===== config.mk =====
export PLATFORM = sky130hd
export DESIGN_NAME = tat_ram
export DESIGN_NICKNAME = d
export VERILOG_FILES = /design/src/sv/tat_ram.sv
export SDC_FILE = /design/constraint.sdc
export NUM_CORES = 1
export LEC_CHECK = 0
export BUFFER_PORTS_ARGS = -buffer_cell sky130_fd_sc_hd__buf_4
export CORE_MARGIN = 2
export CORE_UTILIZATION = 50
export CTS_BUF_LIST = sky130_fd_sc_hd__clkbuf_2 sky130_fd_sc_hd__clkbuf_4 sky130_fd_sc_hd__clkbuf_8
export CTS_CLUSTER_SIZE = 30
export DETAILED_ROUTE_END_ITERATION = 8
export PLACE_DENSITY = 0.72
export SETUP_SLACK_MARGIN = 0.02
export SLEW_MARGIN = 20
export SYNTH_ARGS = -nofsm -noshare
export SYNTH_HDL_FRONTEND = slang
export SYNTH_SLANG_ARGS = --single-unit

===== constraint.sdc =====
create_clock -name clk_i -period 2.6 [get_ports clk_i]
set_clock_uncertainty 0.15 [all_clocks]
set_input_delay 0.26 -clock clk_i [delete_from_list [all_inputs] [get_ports clk_i]]
set_output_delay 0.26 -clock clk_i [all_outputs]
set_load 0.05 [all_outputs]

===== src/sv/tat_ram.sv =====
module tat_ram #(
  parameter int Width = 8,
  parameter int Depth = 16
) (
  input  logic                     clk_i,
  input  logic                     we_i,
  input  logic [$clog2(Depth)-1:0] waddr_i,
  input  logic [Width-1:0]         wdata_i,
  input  logic                     re_i,
  input  logic [$clog2(Depth)-1:0] raddr_i,
  output logic [Width-1:0]         rdata_o
);

  logic [Width-1:0] mem_q [Depth];

  always_ff @(posedge clk_i) begin
    if (we_i) begin
      mem_q[waddr_i] <= wdata_i;
    end
    if (re_i) begin
      rdata_o <= mem_q[raddr_i];
    end
  end

endmodule


==> impl_metrics.json, run 1 <==
{
  "diodes": 0,
  "p_leak_uw": 0.00207,
  "slowest_stage": "mux4_1",
  "antenna_found_initial": 0,
  "rrSetupSlack_ns": 0.97,
  "yosys.area_share.xor_xnor": 0,
  "post_route_cells_drive_above_1_share": 0.311,
  "post_cts_resized": 0,
  "synthCells": 229,
  "worstSetupPathType": "input pin to flop",
  "stdcell_count": 441,
  "place.port_buffers": 26,
  "finalCriticalPeriod_ns": 1.66,
  "synthesis.area_sq_um": 5230,
  "cap_viol_max_count": 0,
  "worstHoldPathType": "input pin to flop",
  "power_frac_clock": 0.383,
  "grt_overflow": 0,
  "drv_slew": 0,
  "synthMuxAreaShare": 0.148,
  "tns_ns": 0,
  "avgSynthCellArea_sq_um": 22.8,
  "crit_required_ns": 2.63,
  "dp_hpwl_mm": 5.92,
  "power_density_nw_per_um2": 727,
  "p_sw_frac": 0.210,
  "hold_viol_final": 0,
  "startpoint_type": "input pin",
  "synth_warnings": 0,
  "cp-end-kind": "flop",
  "area_growth_pct": 17.6,
  "critPathMaxStageDelay_ns": 0.57,
  "crit_top_cell": "buf_4",
  "crit_chain": "buf_4 -> buf_4 -> mux4_1 -> a22oi_1 -> nand2_1",
  "holdWs_ns": 0.0326,
  "critical-path-top-delay-family": "multiplexers",
  "place_inst": 401,
  "grt_setup_unrepaired": "false",
  "synth-seq-cells": 136,
  "num-fill-cells": 694,
  "slew-limit-headroom": 0.516,
  "drcViolationCount": 0,
  "vias_per_cell": 5.58,
  "path_max_fanout": 15,
  "synth_nets": 248,
  "ctsHoldBuffers": 8,
  "clock_latency_ns": 0.43,
  "grt_max_degree": 33,
  "cts_buffer_depth": 2,
  "cts_made_buffers": 17,
  "die_w_microns": 106,
  "p_seq_frac": 0.555,
  "arrival_ns": 1.70,
  "vdd_ir_drop_max_uv": 318,
  "drtIter0Drc": 188,
  "wire_per_inst_microns": 21.2,
  "p_int_uw": 3530,
  "max_freq_mhz": 601,
  "htree_levels": 4,
  "start_util": 0.511,
  "clkTransAtPathRegs_ns": 0.08,
  "yosys.area_share.adder": 0,
  "switching_power_uw": 941,
  "route.vias.total": 2459,
  "nets": 311,
  "io_pins": 27,
  "tightest_slew_ns": 0.724,
  "cts_tree": "yes",
  "synth_top_family_by_area": "multiplexers",
  "first_global_vias": 2536,
  "cts-root-buf": "clkbuf_8",
  "synth-simple-area-share": 0.0314,
  "synth_compound_area_frac": 0.0230,
  "coreArea_sq_um": 10200,
  "postCtsSetupBuffers": 0,
  "cts.sinks": 136,
  "status": "finished clean",
  "firstDrtPassIters": 4,
  "dieArea_sq_um": 11300,
  "cp_num_buf_inv": 2,
  "die_h_microns": 106,
  "totalWireLength_mm": 9.36,
  "rows": 37,
  "ys_types": 18,
  "gp_congestion": 0.742,
  "combPwrFrac": 0.062,
  "track_usage": 0.183,
  "setup_viol": 0,
  "ys_seq_area_frac": 0.781,
  "drtAntennaViolNets": 0,
  "finalCritPeriodShare": 0.640,
  "grt_pass1_wl_mm": 14.6
}
cell usage after synthesis:
library cell | instances | area share
mux4_1 | 14 | 0.070
buf_4 | 1 | 0.0014
buf_2 | 3 | 0.0029
nand3_1 | 1 | 0.00096
nor2_1 | 13 | 0.0093
nor3_1 | 4 | 0.0038
mux4_2 | 18 | 0.078
nand2b_1 | 2 | 0.0024
edfxtp_1 | 136 | 0.78
clkdlybuf4s25_2 | 3 | 0.0057
and2b_1 | 1 | 0.0014
nand2_1 | 9 | 0.0065
a22oi_1 | 16 | 0.023
and2_1 | 1 | 0.0012
nor2b_1 | 1 | 0.0012
nand3b_1 | 2 | 0.0029
buf_6 | 3 | 0.0065
or3b_2 | 1 | 0.0017
metrics by stage:
stage,util,power [uW],setup slack [ns],instance area [sq um]
detailed placement,0.554,2800,0.488,5670
floorplan,-,2690,0.697,5230
finish,0.601,4470,0.937,6150
CTS,0.601,4500,0.941,6150
global placement,0.554,2790,0.515,5670
global route,0.601,4620,0.848,6150
per-layer routing:
| layer | GRT usage | part of all wire |
|---|---|---|
| met1 | 0.255 | 0.42 |
| met3 | 0.0589 | 0.066 |
| met2 | 0.280 | 0.50 |
| met5 | 0 | 0 |
| met4 | 0.0592 | 0.012 |
worst paths after layout:
check,end,startpoint,depth (start not counted)
setup / recovery,rdata_o[1],raddr_i[0],5
hold / removal,mem_q[14][5],wdata_i[5],1
setup reg to reg,rdata_o[3],mem_q[10][3],3
hold reg to reg,rdata_o[4],mem_q[14][4],3
cells by family after synthesis:
kind of cell	after synthesis
AO/OA/AOI/OAI	16
buffers and inverters	10
flip-flops	136
multiplexers	32
AND/OR/NAND/NOR	35
registers in the layout, indices dropped and copies added, names as in the netlist:
| name | cells |
|---|---|
| rdata_o | 8 |
| mem_q | 128 |
cell usage in the layout (no fill, tap or decap):
| cell | n |
|---|---|
| clkinv_2 | 4 |
| and2_1 | 1 |
| edfxtp_1 | 136 |
| mux4_1 | 14 |
| nor2_1 | 13 |
| nand3_1 | 1 |
| bufinv_16 | 3 |
| nand2_1 | 9 |
| nor3_1 | 4 |
| buf_4 | 45 |
| clkinv_4 | 2 |
| clkinv_1 | 2 |
| clkbuf_4 | 1 |
| a22oi_1 | 16 |
| nand2b_1 | 2 |
| buf_12 | 1 |
| mux4_2 | 18 |
| or3b_2 | 1 |
| and2b_1 | 1 |
| clkinvlp_4 | 3 |
| clkbuf_8 | 17 |
| nand3b_1 | 2 |
| nor2b_1 | 1 |
| dlygate4sd3_1 | 8 |
worst reg2reg max path: stages (launching register included):
cell	delay, ns
edfxtp_1	0.37
mux4_1	0.51
a22oi_1	0.25
nand2_1	0.10
power groups by stage:
stage	Clock, uW	Sequential (uW)	Combinational (uW)
final	1710	2480	278
after global routing	1840	2480	301
after CTS	1730	2480	283
after detailed placement	0	2530	273
after global placement	0	2530	267
after floorplan	0	2560	125
layout make-up:
type	count	area (sq um)	area share
flip-flops and latches	136	4080	0.664
multi-input cells	83	1060	0.172
clock buffers	18	241	0.0393
clock inverters	14	158	0.0256
well taps	136	170	0.0277
repair buffers	54	438	0.0712
Power figures use the tool's default switching activity.
==> run 2: changes to the inputs <==
Settings changed: PLACE_DENSITY 0.72 to 0.75.
Clock period 2.6 ns to 1.4 ns, I/O delays scaled along.
==> impl_metrics.json, run 2 (synthesis results as in run 1) <==
{
  "cts_made_buffers": 17,
  "final_common_cell": "edfxtp_1",
  "slowest_stage": "mux4_2",
  "status": "complete, but fails checks",
  "clock_latency_ns": 0.43,
  "final_util": 0.620,
  "grt_setup_unrepaired": "true",
  "vias_per_cell": 5.55,
  "route.vias.total": 2496,
  "arrival_ns": 1.59,
  "nets": 320,
  "tightest_slew_ns": 0.874,
  "cts_buffer_depth": 2,
  "critical-path-top-delay-family": "multiplexers",
  "cp-end-kind": "flop",
  "wire_per_inst_microns": 21.9,
  "grt_overflow": 0,
  "max_freq_mhz": 641,
  "cap_viol_max_count": 0,
  "die_h_microns": 106,
  "regMostFlops": "mem_q",
  "gp_congestion": 0.782,
  "cts-root-buf": "clkbuf_8",
  "clkTransAtPathRegs_ns": 0.07,
  "timing.final.ws_setup_ns": -0.161,
  "place.port_buffers": 26,
  "drcViolationCount": 0,
  "drtAntennaViolNets": 0,
  "startpoint_type": "flop",
  "vdd_ir_drop_max_uv": 699,
  "worstHoldPathType": "input pin to flop",
  "drv_slew": 0,
  "num-fill-cells": 691,
  "finalCritPeriodShare": 1.11,
  "area_growth_pct": 21.4,
  "coreArea_sq_um": 10200,
  "worstSetupPathType": "flop to flop",
  "antenna_found_initial": 0,
  "slew-limit-headroom": 0.416,
  "hold_viol_final": 0,
  "dieArea_sq_um": 11300,
  "dp_hpwl_mm": 6.40,
  "crit_required_ns": 1.43,
  "largest_reg_flops": 128,
  "post_route_cells_drive_above_1_share": 0.420,
  "drtIter0Drc": 178,
  "start_util": 0.511,
  "pre_cts_slack_ns": -0.439,
  "first_global_vias": 2518,
  "cts.sinks": 136,
  "firstDrtPassIters": 5,
  "totalWireLength_mm": 9.86,
  "tns_ns": -0.920,
  "violations": "setup timing",
  "setup_viol": 8,
  "p_leak_uw": 0.00211,
  "diodes": 0,
  "htree_levels": 4,
  "die_w_microns": 106,
  "top_regs": "mem_q x128, rdata_o x8",
  "rows": 37,
  "grt_pass1_wl_mm": 14.9,
  "track_usage": 0.194,
  "layout_common_cells": "136 x edfxtp_1, 44 x buf_4, 32 x mux4_2, 17 x clkbuf_8, 10 x nor2_1",
  "cp_num_buf_inv": 0,
  "grt_max_degree": 17,
  "crit_chain": "mux4_2 -> a22oi_2 -> nand2_1",
  "cts_tree": "yes",
  "io_pins": 27,
  "path_max_fanout": 1,
  "power_density_nw_per_um2": 1320,
  "critPathMaxStageDelay_ns": 0.48,
  "finalCriticalPeriod_ns": 1.56
}
run 2: changes by cell type in the layout (fill, tap and decap cells not counted), moves of 3 or more:
| cell | previous run | this run |
|---|---|---|
| buf_12 | 1 | 9 |
| a22oi_2 | 0 | 9 |
| mux4_1 | 14 | 0 |
| a22oi_1 | 16 | 7 |
| mux4_2 | 18 | 32 |
| nor3_1 | 4 | 0 |
| nor2_1 | 13 | 10 |
| clkinvlp_4 | 3 | 0 |
| clkbuf_4 | 1 | 4 |
| nor2_2 | 0 | 3 |
| nor3_2 | 0 | 3 |
run 2: worst reg2reg max path, delay by kind of cell, from the launching register on:
kind,cells,cell delay [ns]
compound gates,1,0.22
flops,1,0.39
mux,1,0.48
simple gates,1,0.07
run 2: final cells by class:
type	count	area (sq um)	share of cell area
repair buffers	63	612	0.0964
flip-flops and latches	136	4080	0.644
well taps	136	170	0.0268
clock inverters	11	130	0.0205
clock buffers	21	264	0.0416
multi-input cells	83	1090	0.171
run 2: power by group:
part	total, uW	switching [uW]	internal [uW]
clock	3170	1360	1810
sequential	4610	26.1	4580
combinational	602	331	271
run 2: worst paths after layout:
path,startpoint,endpoint,slack [ns],cells after the start
worst max-delay path,mem_q[2][1],rdata_o[1],-0.16,3
worst min-delay path,waddr_i[1],mem_q[0][2],0.06,3
worst max register to register,mem_q[2][1],rdata_o[1],-0.16,3
worst min register to register,mem_q[15][2],rdata_o[2],0.60,3
run 2: per-stage QoR:
stage | hold WS (ns) | total power, uW | area [sq um] | cells
after floorplan | 0.0889 | 5020 | 5250 | 229
after global placement | 0.296 | 5250 | 5820 | 409
after detailed placement | 0.306 | 5270 | 5820 | 409
after CTS | 0.0220 | 8460 | 6340 | 450
after global routing | 0.0392 | 8630 | 6350 | 450
final | 0.0601 | 8380 | 6350 | 450
run 2: timing repair:
action,4_1_cts,5_1_grt
hold buffers,9,0
gates resized for setup,10,1
setup buffers,0,0
endpoints found under the hold margin,136,0
gates cloned,0,0
setup endpoints to repair,9,9
pin swaps,5,3
run 2: routing by layer:
layer,GRT usage,part of all wire,vias to the layer above
li1,-,-,1114
met1,0.266,0.42,1273
met2,0.292,0.49,102
met3,0.0589,0.073,7
met4,0.0865,0.0099,0
met5,0,0,-
==> run 3: changes to the inputs <==
Settings changed: CORE_UTILIZATION 50 to 44, PLACE_DENSITY 0.75 to 0.68.
==> impl_metrics.json, run 3 (synthesis results as in run 1) <==
{
  "status": "complete, but fails checks",
  "violations": "DRC, setup timing",
  "p_seq_frac": 0.519,
  "stdcell_count": 452,
  "reg2reg_depth": 3,
  "worstHoldStart": "waddr_i[1]",
  "firstDrtPassIters": 6,
  "rows": 39,
  "grt_overflow": 0,
  "start_util": 0.454,
  "holdPathEnd": "mem_q[0][4]",
  "cts_made_buffers": 17,
  "arrival_ns": 1.56,
  "worstHoldPathCells": 3,
  "worstSetupPathType": "flop to flop",
  "drcViolationCount": 3,
  "gp_congestion": 0.718,
  "dieArea_sq_um": 12800,
  "clock_latency_ns": 0.42,
  "tightest_slew_ns": 0.957,
  "rr_endpoint": "rdata_o[6]",
  "totalWireLength_mm": 9.33,
  "cts_buffer_depth": 2,
  "final_common_cell": "edfxtp_1",
  "crit_required_ns": 1.42,
  "top_regs": "mem_q x128, rdata_o x8",
  "finalCritPeriodShare": 1.10,
  "hold_viol_final": 0,
  "coreArea_sq_um": 11500,
  "first_global_vias": 2608,
  "finalCriticalPeriod_ns": 1.54,
  "htree_levels": 4,
  "clkTransAtPathRegs_ns": 0.08,
  "area_growth_pct": 22.5,
  "p_leak_uw": 0.00211,
  "p_total_uw": 8880,
  "power_density_nw_per_um2": 1390,
  "drv_slew": 0,
  "die_h_microns": 113,
  "r2r_start": "mem_q[2][6]",
  "power_frac_clock": 0.415,
  "switching_power_uw": 1760,
  "io_pins": 27,
  "setup_viol": 8,
  "post_route_cells_drive_above_1_share": 0.424,
  "path_max_fanout": 1,
  "cp-end-kind": "flop",
  "largest_reg_flops": 128,
  "rrSetupSlack_ns": -0.14,
  "antenna_found_initial": 0,
  "postPlaceCellArea_sq_um": 5790,
  "drtAntennaViolNets": 0,
  "cts_tree": "yes",
  "combPwrFrac": 0.066,
  "p_sw_frac": 0.198,
  "drtIter0Drc": 180,
  "grt_max_degree": 17,
  "cap_viol_max_count": 0,
  "final_area_sq_um": 6400,
  "max_freq_mhz": 650,
  "timing.final.ws_setup_ns": -0.138,
  "vdd_ir_drop_max_uv": 577,
  "route.vias.total": 2431,
  "grt_setup_unrepaired": "true",
  "cts.sinks": 136,
  "num-fill-cells": 869,
  "vias_per_cell": 5.38,
  "track_usage": 0.160,
  "startpoint_type": "flop",
  "dp_hpwl_mm": 5.90,
  "cts-root-buf": "clkbuf_8",
  "place.port_buffers": 26,
  "tns_ns": -0.927,
  "crit_start": "mem_q[2][6]",
  "slew-limit-headroom": 0.361,
  "diodes": 0,
  "place_inst": 413,
  "wire_per_inst_microns": 20.6,
  "die_w_microns": 113,
  "nets": 317,
  "grt_pass1_wl_mm": 14.7,
  "regMostFlops": "mem_q",
  "layout_common_cells": "136 x edfxtp_1, 41 x buf_4, 32 x mux4_2, 17 x clkbuf_8, 11 x a22oi_2",
  "p_int_uw": 7120,
  "worstHoldPathType": "input pin to flop"
}
## run 3: changes by cell type in the layout (fill, tap and decap cells not counted), sizes merged
| cell | previous run | this run |
|---|---|---|
| clkbuf | 21 | 17 |
| bufinv | 3 | 6 |
| buf | 54 | 51 |
| clkinv | 8 | 4 |
| clkinvlp | 0 | 3 |
## run 3: worst max-delay path: stages (launching register included)
cell and delay [ns]:
edfxtp_1 0.38, mux4_2 0.47, a22oi_2 0.22, nand2_1 0.07
## run 3: metrics by stage
| step | setup slack [ns] | hold WS, ns | utilization |
|---|---|---|---|
| after floorplan | -0.0904 | 0.0889 | - |
| after global placement | -0.356 | 0.290 | 0.503 |
| after detailed placement | -0.373 | 0.302 | 0.503 |
| after CTS | -0.153 | 0.0380 | 0.553 |
| after global routing | -0.175 | 0.0360 | 0.556 |
| final | -0.138 | 0.0623 | 0.556 |
## run 3: worst max-delay path by stage
stage	endpoint	slack [ns]	cells after the start
final	rdata_o[6]	-0.14	3
after floorplan	rdata_o[1]	-0.09	5
after detailed placement	rdata_o[6]	-0.37	5
after CTS	rdata_o[0]	-0.15	3
after global placement	rdata_o[6]	-0.36	5
after global routing	rdata_o[0]	-0.17	3
## run 3: power groups by stage
stage	Sequential, uW	Clock [uW]	Combinational [uW]
after floorplan	4760	0	257
after global placement	4700	0	539
after detailed placement	4700	0	545
after CTS	4610	3760	577
after global routing	4620	3930	628
final	4610	3690	584
## run 3: layout make-up
| class | instances | area [sq um] | share of cell area |
|---|---|---|---|
| clock buffer | 17 | 234 | 0.0365 |
| clock inverter | 13 | 229 | 0.0358 |
| multi-input combinational | 83 | 1100 | 0.171 |
| sequential | 136 | 4080 | 0.638 |
| tap | 143 | 179 | 0.0279 |
| timing repair buffer | 60 | 581 | 0.0907 |
## run 3: per-layer routing
| layer | track usage | routed length (microns) | share of wire | vias to the layer above |
|---|---|---|---|---|
| li1 | - | - | - | 1106 |
| met1 | 0.221 | 3940 | 0.42 | 1236 |
| met2 | 0.251 | 4680 | 0.50 | 81 |
| met3 | 0.0407 | 622 | 0.067 | 8 |
| met4 | 0.0602 | 82 | 0.0088 | 0 |
| met5 | 0 | 0 | 0 | - |
## run 3: repair_timing
| item | in CTS | in global routing |
|---|---|---|
| hold endpoints to repair | 136 | 0 |
| setup endpoints to repair | 9 | 10 |
| gates resized for setup | 6 | 8 |
| buffers inserted | 0 | 0 |
| pin swaps | 2 | 3 |
| hold buffers | 9 | 0 |
